===== src/rtl/lru_page_replacement_unit_macros.svh =====
// assertion macros for the lru page replacement unit
// no dependencies; included by modules that carry concurrent checks
`ifndef LRU_PAGE_REPLACEMENT_UNIT_MACROS_SVH
`define LRU_PAGE_REPLACEMENT_UNIT_MACROS_SVH
`ifndef SYNTH
// property must hold at every clock edge outside reset
`define LPR_ASSERT(label, clk, rst_n, prop) \
    label: assert property (@(posedge clk) disable iff (!rst_n) prop) \
        else $error("lpr check failed");
// expression must never be true outside reset
`define LPR_NEVER(label, clk, rst_n, expr) \
    label: assert property (@(posedge clk) disable iff (!rst_n) !(expr)) \
        else $error("lpr forbidden condition seen");
`else
`define LPR_ASSERT(label, clk, rst_n, prop)
`define LPR_NEVER(label, clk, rst_n, expr)
`endif
`endif


===== src/rtl/lpr_pkg.sv =====
// shared types and constants for the lru page replacement unit
// no dependencies
package lpr_pkg;

    // fixed field widths
    localparam int PAGE_W  = 16;
    localparam int FRAME_W = 4;
    localparam int FAULT_W = 32;
    localparam int CFG_W   = 5;

    // configuration reset and parameter defaults
    localparam logic [CFG_W-1:0] CFG_RESET = 5'd16;
    localparam int MAX_FRAMES_DEF = 16;
    localparam int PAGE_BITS_DEF  = 16;

    localparam logic [FAULT_W-1:0] FAULT_MAX = '1;

    // one reference beat
    typedef struct packed {
        logic [PAGE_W-1:0] page_number;
        logic              start_of_string;
        logic              end_of_string;
    } t_item;

    // one result beat
    typedef struct packed {
        logic               hit;
        logic [FRAME_W-1:0] frame_index;
        logic               evicted_valid;
        logic [PAGE_W-1:0]  evicted_page;
        logic [FAULT_W-1:0] fault_total;
        logic               final_result;
    } t_result;

endpackage


===== src/rtl/lpr_ram.sv =====
// generic single write port, single read port ram with registered read
// no dependencies
module lpr_ram #(
    parameter int WIDTH = 16,
    parameter int DEPTH = 16,
    localparam int AW   = (DEPTH > 1) ? $clog2(DEPTH) : 1
) (
    input  logic             i_clk,
    input  logic             i_we,
    input  logic [AW-1:0]    i_waddr,
    input  logic [WIDTH-1:0] i_wdata,
    input  logic [AW-1:0]    i_raddr,
    output logic [WIDTH-1:0] o_rdata
);

    logic [WIDTH-1:0] r_mem [DEPTH];
    logic [WIDTH-1:0] r_rdata;

    // write and registered read
    always_ff @(posedge i_clk) begin
        if (i_we) begin
            r_mem[i_waddr] <= i_wdata;
        end
        r_rdata <= r_mem[i_raddr];
    end

    assign o_rdata = r_rdata;

endmodule


===== src/rtl/lru_page_replacement_unit.sv =====
// lru page replacement unit: top level with scan sequencer and recency ranks
// depends on lpr_pkg, lpr_ram and lru_page_replacement_unit_macros.svh
//
//  channel  direction  handshake                 payload
//  in       input      i_in_valid / o_in_stall   i_in_data  (t_item)
//  out      output     o_out_valid / i_out_stall o_out_data (t_result)
//  cfg      input      i_cfg_we                  i_cfg_data (frames_in_use)
//
// a reference passes the accept step, the scan and the update step; the scan issues
// one frame page read per cycle from the page ram for n frames, n being the active
// frame count (1..MAX_FRAMES), then evaluates the registered reads; the page ram read port sets the pace.
// reset (synchronous, active low) empties all frames, zeroes the fault count and
// sets frames_in_use to 16. a stalled result waits in the output register while
// the next reference is scanned; the update cycle waits until that register is free.
module lru_page_replacement_unit #(
    parameter int MAX_FRAMES = lpr_pkg::MAX_FRAMES_DEF,
    parameter int PAGE_BITS  = lpr_pkg::PAGE_BITS_DEF
) (
    input  logic                     i_clk,
    input  logic                     i_rst_n,
    input  logic                     i_in_valid,
    output logic                     o_in_stall,
    input  lpr_pkg::t_item           i_in_data,
    output logic                     o_out_valid,
    input  logic                     i_out_stall,
    output lpr_pkg::t_result         o_out_data,
    input  logic                     i_cfg_we,
    input  logic [lpr_pkg::CFG_W-1:0] i_cfg_data
);

    import lpr_pkg::*;

    `include "lru_page_replacement_unit_macros.svh"

    localparam int IDX_W  = (MAX_FRAMES > 1) ? $clog2(MAX_FRAMES) : 1;
    localparam int CNT_W  = $clog2(MAX_FRAMES + 1);
    localparam int RANK_W = IDX_W;
    localparam int PW     = (PAGE_BITS < PAGE_W) ? PAGE_BITS : PAGE_W;

    typedef enum logic [1:0] {
        S_IDLE,
        S_SCAN,
        S_UPDATE
    } t_state;

    t_state              r_state;
    logic [CFG_W-1:0]    r_cfg;
    logic [CNT_W-1:0]    frames_lim;
    logic [CNT_W-1:0]    r_lim;

    logic [MAX_FRAMES-1:0] r_valid;
    logic [RANK_W-1:0]     r_rank [MAX_FRAMES];
    logic [CNT_W-1:0]      r_valid_cnt;
    logic [FAULT_W-1:0]    r_fault;

    logic [PW-1:0]       r_page;
    logic                r_eos;

    // scan pipeline
    logic [CNT_W-1:0]    r_rd_idx;
    logic                r_ev_vld;
    logic [IDX_W-1:0]    r_ev_idx;
    logic [PW-1:0]       ram_rdata;

    // scan findings
    logic                r_hit_found;
    logic [IDX_W-1:0]    r_hit_idx;
    logic [RANK_W-1:0]   r_hit_rank;
    logic                r_empty_found;
    logic [IDX_W-1:0]    r_empty_idx;
    logic                r_victim_found;
    logic [IDX_W-1:0]    r_victim_idx;
    logic [RANK_W-1:0]   r_victim_rank;
    logic [PW-1:0]       r_victim_page;

    t_result             r_out;
    logic                r_out_valid;

    logic                in_fire;
    logic                out_free;
    logic                upd_fire;
    logic                ev_valid;
    logic [RANK_W-1:0]   ev_rank;

    logic [IDX_W-1:0]    n_frame;
    logic                n_promote;
    logic [RANK_W-1:0]   n_old_rank;
    logic [RANK_W-1:0]   n_top_rank;
    logic [FAULT_W-1:0]  n_fault;
    logic                ram_we;

    assign in_fire  = i_in_valid && (r_state == S_IDLE);
    assign out_free = !r_out_valid || !i_out_stall;
    assign upd_fire = (r_state == S_UPDATE) && out_free;

    assign o_in_stall  = (r_state != S_IDLE);
    assign o_out_valid = r_out_valid;
    assign o_out_data  = r_out;

    // clamp the configured frame count to 1..MAX_FRAMES
    always_comb begin
        if (r_cfg == '0) begin
            frames_lim = CNT_W'(1);
        end else if (int'(r_cfg) > MAX_FRAMES) begin
            frames_lim = CNT_W'(MAX_FRAMES);
        end else begin
            frames_lim = CNT_W'(r_cfg);
        end
    end

    // entry under evaluation this cycle
    assign ev_valid = r_valid[r_ev_idx];
    assign ev_rank  = r_rank[r_ev_idx];

    // update decisions
    always_comb begin
        if (r_hit_found) begin
            n_frame = r_hit_idx;
        end else if (r_empty_found) begin
            n_frame = r_empty_idx;
        end else begin
            n_frame = r_victim_idx;
        end
        n_promote  = r_hit_found || !r_empty_found;
        n_old_rank = r_hit_found ? r_hit_rank : r_victim_rank;
        n_top_rank = RANK_W'(r_valid_cnt - CNT_W'(1));
        if (!r_hit_found && (r_fault != FAULT_MAX)) begin
            n_fault = r_fault + FAULT_W'(1);
        end else begin
            n_fault = r_fault;
        end
    end

    assign ram_we = upd_fire && !r_hit_found;

    // frame page store
    lpr_ram #(
        .WIDTH(PW),
        .DEPTH(MAX_FRAMES)
    ) u_page_ram (
        .i_clk  (i_clk),
        .i_we   (ram_we),
        .i_waddr(n_frame),
        .i_wdata(r_page),
        .i_raddr(r_rd_idx[IDX_W-1:0]),
        .o_rdata(ram_rdata)
    );

    // sequencer, frame state and output register
    always_ff @(posedge i_clk) begin
        if (!i_rst_n) begin
            r_state     <= S_IDLE;
            r_cfg       <= CFG_RESET;
            r_valid     <= '0;
            r_valid_cnt <= '0;
            r_fault     <= '0;
            r_out_valid <= 1'b0;
            r_ev_vld    <= 1'b0;
            for (int i = 0; i < MAX_FRAMES; i++) begin
                r_rank[i] <= '0;
            end
        end else begin
            if (i_cfg_we) begin
                r_cfg <= i_cfg_data;
            end
            if (r_out_valid && !i_out_stall) begin
                r_out_valid <= 1'b0;
            end

            case (r_state)
                S_IDLE: begin
                    if (in_fire) begin
                        r_page         <= i_in_data.page_number[PW-1:0];
                        r_eos          <= i_in_data.end_of_string;
                        r_lim          <= frames_lim;
                        r_rd_idx       <= '0;
                        r_ev_vld       <= 1'b0;
                        r_hit_found    <= 1'b0;
                        r_empty_found  <= 1'b0;
                        r_victim_found <= 1'b0;
                        if (i_in_data.start_of_string) begin
                            r_valid     <= '0;
                            r_valid_cnt <= '0;
                            r_fault     <= '0;
                        end
                        r_state <= S_SCAN;
                    end
                end

                S_SCAN: begin
                    // issue one page read per cycle
                    if (r_rd_idx != r_lim) begin
                        r_rd_idx <= r_rd_idx + CNT_W'(1);
                        r_ev_idx <= r_rd_idx[IDX_W-1:0];
                        r_ev_vld <= 1'b1;
                    end else begin
                        // last entry is evaluated this cycle
                        r_ev_vld <= 1'b0;
                        r_state  <= S_UPDATE;
                    end
                    // evaluate the entry read last cycle
                    if (r_ev_vld) begin
                        if (ev_valid) begin
                            if (!r_hit_found && (ram_rdata == r_page)) begin
                                r_hit_found <= 1'b1;
                                r_hit_idx   <= r_ev_idx;
                                r_hit_rank  <= ev_rank;
                            end
                            if (!r_victim_found || (ev_rank < r_victim_rank)) begin
                                r_victim_found <= 1'b1;
                                r_victim_idx   <= r_ev_idx;
                                r_victim_rank  <= ev_rank;
                                r_victim_page  <= ram_rdata;
                            end
                        end else if (!r_empty_found) begin
                            r_empty_found <= 1'b1;
                            r_empty_idx   <= r_ev_idx;
                        end
                    end
                end

                S_UPDATE: begin
                    if (upd_fire) begin
                        // recency ranks
                        for (int i = 0; i < MAX_FRAMES; i++) begin
                            if (n_promote && r_valid[i] && (r_rank[i] > n_old_rank)) begin
                                r_rank[i] <= r_rank[i] - RANK_W'(1);
                            end
                            if (IDX_W'(i) == n_frame) begin
                                r_rank[i] <= n_promote ? n_top_rank
                                                       : RANK_W'(r_valid_cnt);
                            end
                        end
                        // fill an empty frame
                        if (!r_hit_found && r_empty_found) begin
                            r_valid[n_frame] <= 1'b1;
                            r_valid_cnt      <= r_valid_cnt + CNT_W'(1);
                        end
                        r_fault <= n_fault;

                        // result beat
                        r_out.hit           <= r_hit_found;
                        r_out.frame_index   <= FRAME_W'(n_frame);
                        r_out.evicted_valid <= !r_hit_found && !r_empty_found;
                        r_out.evicted_page  <= (!r_hit_found && !r_empty_found)
                                               ? PAGE_W'(r_victim_page) : '0;
                        r_out.fault_total   <= n_fault;
                        r_out.final_result  <= r_eos;
                        r_out_valid         <= 1'b1;
                        r_state             <= S_IDLE;
                    end
                end

                default: begin
                    r_state <= S_IDLE;
                end
            endcase
        end
    end

    // fill count tracks the valid marks
    `LPR_ASSERT(a_cnt_matches, i_clk, i_rst_n, ($countones(r_valid) == int'(r_valid_cnt)))
    // scan never reads past the active frames
    `LPR_ASSERT(a_scan_bound, i_clk, i_rst_n, (r_state == S_SCAN) |-> (r_rd_idx <= r_lim))
    // a full miss always has a victim
    `LPR_NEVER(a_victim_seen, i_clk, i_rst_n, upd_fire && !r_hit_found && !r_empty_found && !r_victim_found)
    // fault count only drops on a start of string
    `LPR_ASSERT(a_fault_mono, i_clk, i_rst_n, (r_fault < $past(r_fault)) |-> $past(in_fire && i_in_data.start_of_string))
    // active frame count stays in range
    `LPR_NEVER(a_lim_range, i_clk, i_rst_n, (frames_lim == '0) || (int'(frames_lim) > MAX_FRAMES))

endmodule

===== config.mk =====
export PLATFORM = sky130hd
export DESIGN_NAME = lru_page_replacement_unit
export DESIGN_NICKNAME = d
export VERILOG_FILES = /design/src/rtl/lpr_pkg.sv /design/src/rtl/lpr_ram.sv /design/src/rtl/lru_page_replacement_unit.sv
export VERILOG_INCLUDE_DIRS = /design/src /design/src/rtl
export SDC_FILE = /design/constraint.sdc
export NUM_CORES = 1
export LEC_CHECK = 0
export BUFFER_PORTS_ARGS = -buffer_cell sky130_fd_sc_hd__clkbuf_2
export CORE_MARGIN = 2
export CORE_UTILIZATION = 35
export DETAILED_ROUTE_END_ITERATION = 7
export PLACE_DENSITY_LB_ADDON = 0.05
export SYNTH_ARGS = -nofsm -noshare
export SYNTH_HDL_FRONTEND = slang
export SYNTH_SLANG_ARGS = --single-unit
export TNS_END_PERCENT = 50

===== constraint.sdc =====
create_clock -name i_clk -period 4.7 [get_ports i_clk]
set_clock_uncertainty 0.05 [all_clocks]
set_input_delay 0.235 -clock i_clk [delete_from_list [all_inputs] [get_ports i_clk]]
set_output_delay 0.235 -clock i_clk [all_outputs]
set_load 0.02 [all_outputs]

-- Yosys cells after proc, flatten, opt, wreduce, memory -nomap -nowiden
Memories as Yosys holds them, arrays and structs flattened. A register that Yosys moved wholly into a read port is not among the register bits.
Cells that the tools add are included.
- bits in registers: 187
- RAM bits: 320
- input bits: 28
- logic and storage cells: 451
- memories: 2
- memory list (memory ; words ; bits a word ; read ports ; clocked after Yosys merged registers in ; write ports ; RTL line ; source):
    u_page_ram.r_mem ; 16 ; 16 ; 1 ; 1 ; 1 ; lpr_ram.sv:16 ; logic [WIDTH-1:0] r_mem [DEPTH];
    r_rank ; 16 ; 4 ; 17 ; 1 ; 16 ; lru_page_replacement_unit.sv:52 ; logic [RANK_W-1:0] r_rank [MAX_FRAMES];
- add/subtract/negate cells: 20
- magnitude comparators: 21
- equality and inequality tests: 31
- multiplexer cells: 244
- bitwise logic cells: 35
- reductions and logical operators: 70
- operators with widths (kind ; count):
    1-bit 2-to-1 mux ; 178
    4-bit 2-to-1 mux ; 37
    32-bit 2-to-1 mux ; 4
    4-bit by 1-bit subtractor with 4-bit output (second input constant) ; 17
    4-bit > comparator ; 16
    16-bit 2-to-1 mux ; 4
    32-bit case mux with 2 select lines ; 1
    1-bit logical AND ; 41
    5-bit 2-to-1 mux ; 7
    32-bit by 1-bit adder with 32-bit output (second input constant) ; 1
    4-bit == test (first input constant) ; 8
    32-bit != test (second input constant) ; 1
    1-bit bitwise OR ; 32
    16-bit case mux with 2 select lines ; 1
    5-bit AND reduction ; 5
    2-bit != test (second input constant) ; 10
    5-bit case mux with 2 select lines ; 2
    16-bit == test ; 1
    3-bit by 4-bit == test with 1-bit output (first input constant) ; 4
    16-bit bitwise OR ; 1
    3-bit AND reduction ; 4
    6-bit AND reduction ; 2
    5-bit by 1-bit adder with 5-bit output (second input constant) ; 2
    4-bit by 5-bit less-than comparator with 1-bit output (second input constant) ; 2
    other kinds (24) ; 40

-- Longest topological paths before layout
- depth after elaboration: 11
- depth in mapped cells: 10
- gate-level depth less buffers: 8

-- Hierarchy
Synthesis repeated with hierarchy kept, for this count alone.
- cell total of the unflattened synthesis: 1648
- area total of the unflattened synthesis: 23832.9 um^2
- modules (own cells, without submodules) (module ; instances ; cells an instance ; area each (um^2)):
    lru_page_replacement_unit ; 1 ; 1216 ; 13790.7
    lpr_ram ; 1 ; 432 ; 10042.1

-- Worst setup path after synthesis
Ideal clock, no wire load.
- path kind: reg2reg
- start point: register (tool-made name)
- end point: register r_victim_idx[0] (enable)
- library setup time: 0.408 ns
- arrival time: 3.984 ns
- data required time: 4.242 ns
- slack: 0.259 ns
- stages on the path, launching flop included: 10
- buffers on the path: 2
- clock period less this slack: 4.441 ns
- path through: dfxtp_1 > clkbuf_1 > buf_2 > mux4_2 > mux4_2 > ha_1 > a211oi_1 > nand2_1 > o21ai_0 > nor2b_1
- RTL lines (element ; RTL line ; source):
    end signal, assigned ; lru_page_replacement_unit.sv:211 ; r_victim_idx <= r_ev_idx;
    end, declared ; lru_page_replacement_unit.sv:72 ; logic [IDX_W-1:0] r_victim_idx;

==> flow_summary.ini <==
[route]
vias = 14640
drt-total-wl_um = 65330
wl_per_cell_um = 24.11
detailedRoute.firstPassIterationCount = 5
initialDrtViolationCount = 1072
route.detailed.vias_per_inst = 5.400
route.detailed.drc = 0
count_of_antenna_violating_nets_left_after_detailed_routing = 0

[outcome]
outcome = completed

[global_routing]
grt_pass1_wl_um = 97540
antenna_found_initial = 2
globalRouteOverflowTotal = 0
grt_start_max_net_pins = 77
grt_pass1_vias = 14720
grtUsageTotal_pct = 18.63
top_usage_layer = met2
global_route.usage.met3_pct = 2.579
global_route.usage.met1_pct = 25.46
gr-usage-met2_pct = 31.12

[clocking]
clock_sinks = 526
tritoncts.num_buffers = 60
cts_tree = yes
hold_buffer_count_at_cts = 30
clock_insertion_delay_worst_skew_ps = 640
clk_pin_slew_ps = 60
max-clock-path-buffers = 3
post_cts.resized_instances = 0
h-tree-depth = 2
cts_setup_buffers = 0
clk_root_buffer_cell = clkbuf_16

[yosys]
synth_commonest_cells = 445 x edfxtp_1, 104 x mux4_2, 89 x ha_1, 81 x dfxtp_1, 74 x nand3_1
yosys_register_bits = 526
syn_avg_cell_area_um2 = 14.72
yosysMostFrequentCell = edfxtp_1
post_synth_edffs = 445
yosys.area.top_type_share_pct = 55.72
syn-instance-count = 1629
syn_area_um2 = 23980
synth.net_count = 1746
synth_cell_type_count = 70
yosys_warnings = 0
netlist_top_cells_area = edfxtp_1 56%, mux4_2 9.8%, dfxtp_1 6.8%
ys_seq_area_share_pct = 62.48
synth_top_cell_by_area = edfxtp_1
synthArstFlopShare_pct = 0
synth-main-ff-cell = edfxtp_1

[sta]
timing_max_transition_violations_final = 0
fin_crit_ps = 3792
sum_of_negative_setup_slack_ps = 0
worst_slew_margin_rel_pct = 25.42
final_hold_viol_count = 0
setup_repair_after_global_routing_missed_its_margin = false
period_share_pct = 80.67
highest_clock_rate_mhz = 263.7
max_slew.worst_pin.slew_ps = 1115
setup_viol = 0

[floorplan]
die-area_um2 = 70630
floorplan.io_pins = 85
design.core.area_um2 = 67510
rows = 95
chipHeight_um = 265.8
initial_core_util_pct = 35.52
dieWidth_um = 265.8

[worst_setup_path]
worstPathArrival_ps = 4030
cp-start-kind = register
cpMostUsedCell = mux4_2
path_delay_family = multiplexers
slowest_delay_ps = 760
crit_type = reg2reg
critical_path.cell_chain = mux4_2, mux4_2, ha_1, a211oi_1, nand2_1, o21ai_0, nor2b_4, buf_4
crit_fanout = 20
cp_data_required_time_ps = 4940
endpoint_kind = register
critical_path.slowest_cell = dfxtp_1
critical_path.n_buffers_inverters = 1

[cells_and_area]
nNetsFinal = 1901
layout-drive-gt1-share_pct = 21.46
fillerInstances = 6189
synthToLayoutAreaGrowth_pct = 17.36
ff_latch_area_um2 = 14980
multiInputGateArea_um2 = 8512

[power_and_ir_drop]
cellPowerDensity_nw_per_um2 = 388.5
leakage_power_nw = 9.684
ir_drop_mv = 0.4282
p_total_mw = 10.94

[placement]
detailed_place_hpwl_um = 41580
place_congestion = 0.7918
buffer_ports.inserted = 84

[job]
max-cap-violations = 0

[min_path]
min_path_type = in2reg
## routing by layer
layer	routed length (µm)	share of wire [%]	up-vias
met3	2377	3.6	85
li1	-	-	6749
met5	0	0	-
met1	29780	46	7521
met4	1300	2.0	0
met2	31870	49	280
## placed cells by master (no fill, tap or decap), drive strengths merged, types with 38 or more instances in the layout
cell | Yosys | final
edfxtp | 445 | 445
clkbuf | 55 | 173
mux4 | 104 | 104
ha | 89 | 89
dfxtp | 81 | 81
nand3 | 76 | 76
nor2 | 71 | 71
inv | 65 | 67
nand2 | 65 | 65
buf | 28 | 62
xnor2 | 55 | 55
nor3 | 45 | 45
o31ai | 41 | 41
xor2 | 38 | 38
## area by class of cell
| class | count | share of cell area, % |
|---|---|---|
| flip-flops and latches | 526 | 53.24 |
| well taps | 873 | 3.881 |
| inverters | 66 | 0.8890 |
| clock buffers | 89 | 6.148 |
| clock inverters | 25 | 1.294 |
| multi-input cells | 954 | 30.24 |
| diodes | 1 | 0.008890 |
| repair buffers | 176 | 4.303 |
## flip-flops by register name (all words and copies together) (netlist names), 16 cells and up, named ones only
name	cells
u_page_ram.r_mem	256
u_page_ram.o_rdata	16
o_out_data	55
r_fault	32
r_victim_page	16
r_valid	16
r_rank	64
r_page	16
## worst paths after layout
check / startpoint / to / slack [ps] / depth (start not counted)
max reg2reg: register / r_victim_page[14] / 910 / 8
min: i_out_stall / o_out_valid / 190 / 3
max: register / r_victim_page[14] / 910 / 8
min reg2reg: r_eos / o_out_data[0] / 380 / 0
## per-stage QoR
step | utilization (%) | instances | setup WS [ps] | instance area (µm²) | hold WS (ps)
after CTS | 41.69 | 2709 | 844.9 | 28140 | 111.6
final | 41.69 | 2710 | 908.3 | 28150 | 187.8
after floorplan | - | 1629 | 258.6 | 23980 | 283.9
after global placement | 38.14 | 2565 | 893.2 | 25750 | 360.2
after global routing | 41.69 | 2709 | 687.8 | 28140 | 175.9
after detailed placement | 38.14 | 2565 | 836.3 | 25750 | 357.2
## power breakdown
| group | switching, mW | internal, mW | leakage (nW) |
|---|---|---|---|
| combinational | 0.424 | 0.331 | 3.94 |
| sequential | 0.117 | 5.15 | 4.72 |
| clock | 1.93 | 2.99 | 1.02 |
## tightest hold or removal path, cell delays in order
cell and delay, ps:
clkbuf_2 80, nand2_1 260, a21oi_1 210
## kinds of logic (layout without fill, tap and decap cells)
kind of cell | after synthesis | in the layout | share of synthesized area (%)
flip-flops | 526 | 526 | 62.48
AND/OR/NAND/NOR | 405 | 405 | 9.145
AO/OA/AOI/OAI | 237 | 237 | 7.022
buffers and inverters | 149 | 356 | 2.436
multiplexers | 130 | 130 | 10.88
XOR/XNOR | 93 | 93 | 3.396
adder cells (fa/ha/maj) | 89 | 89 | 4.643
other | 0 | 1 | 0
Power figures use the tool's default switching activity.
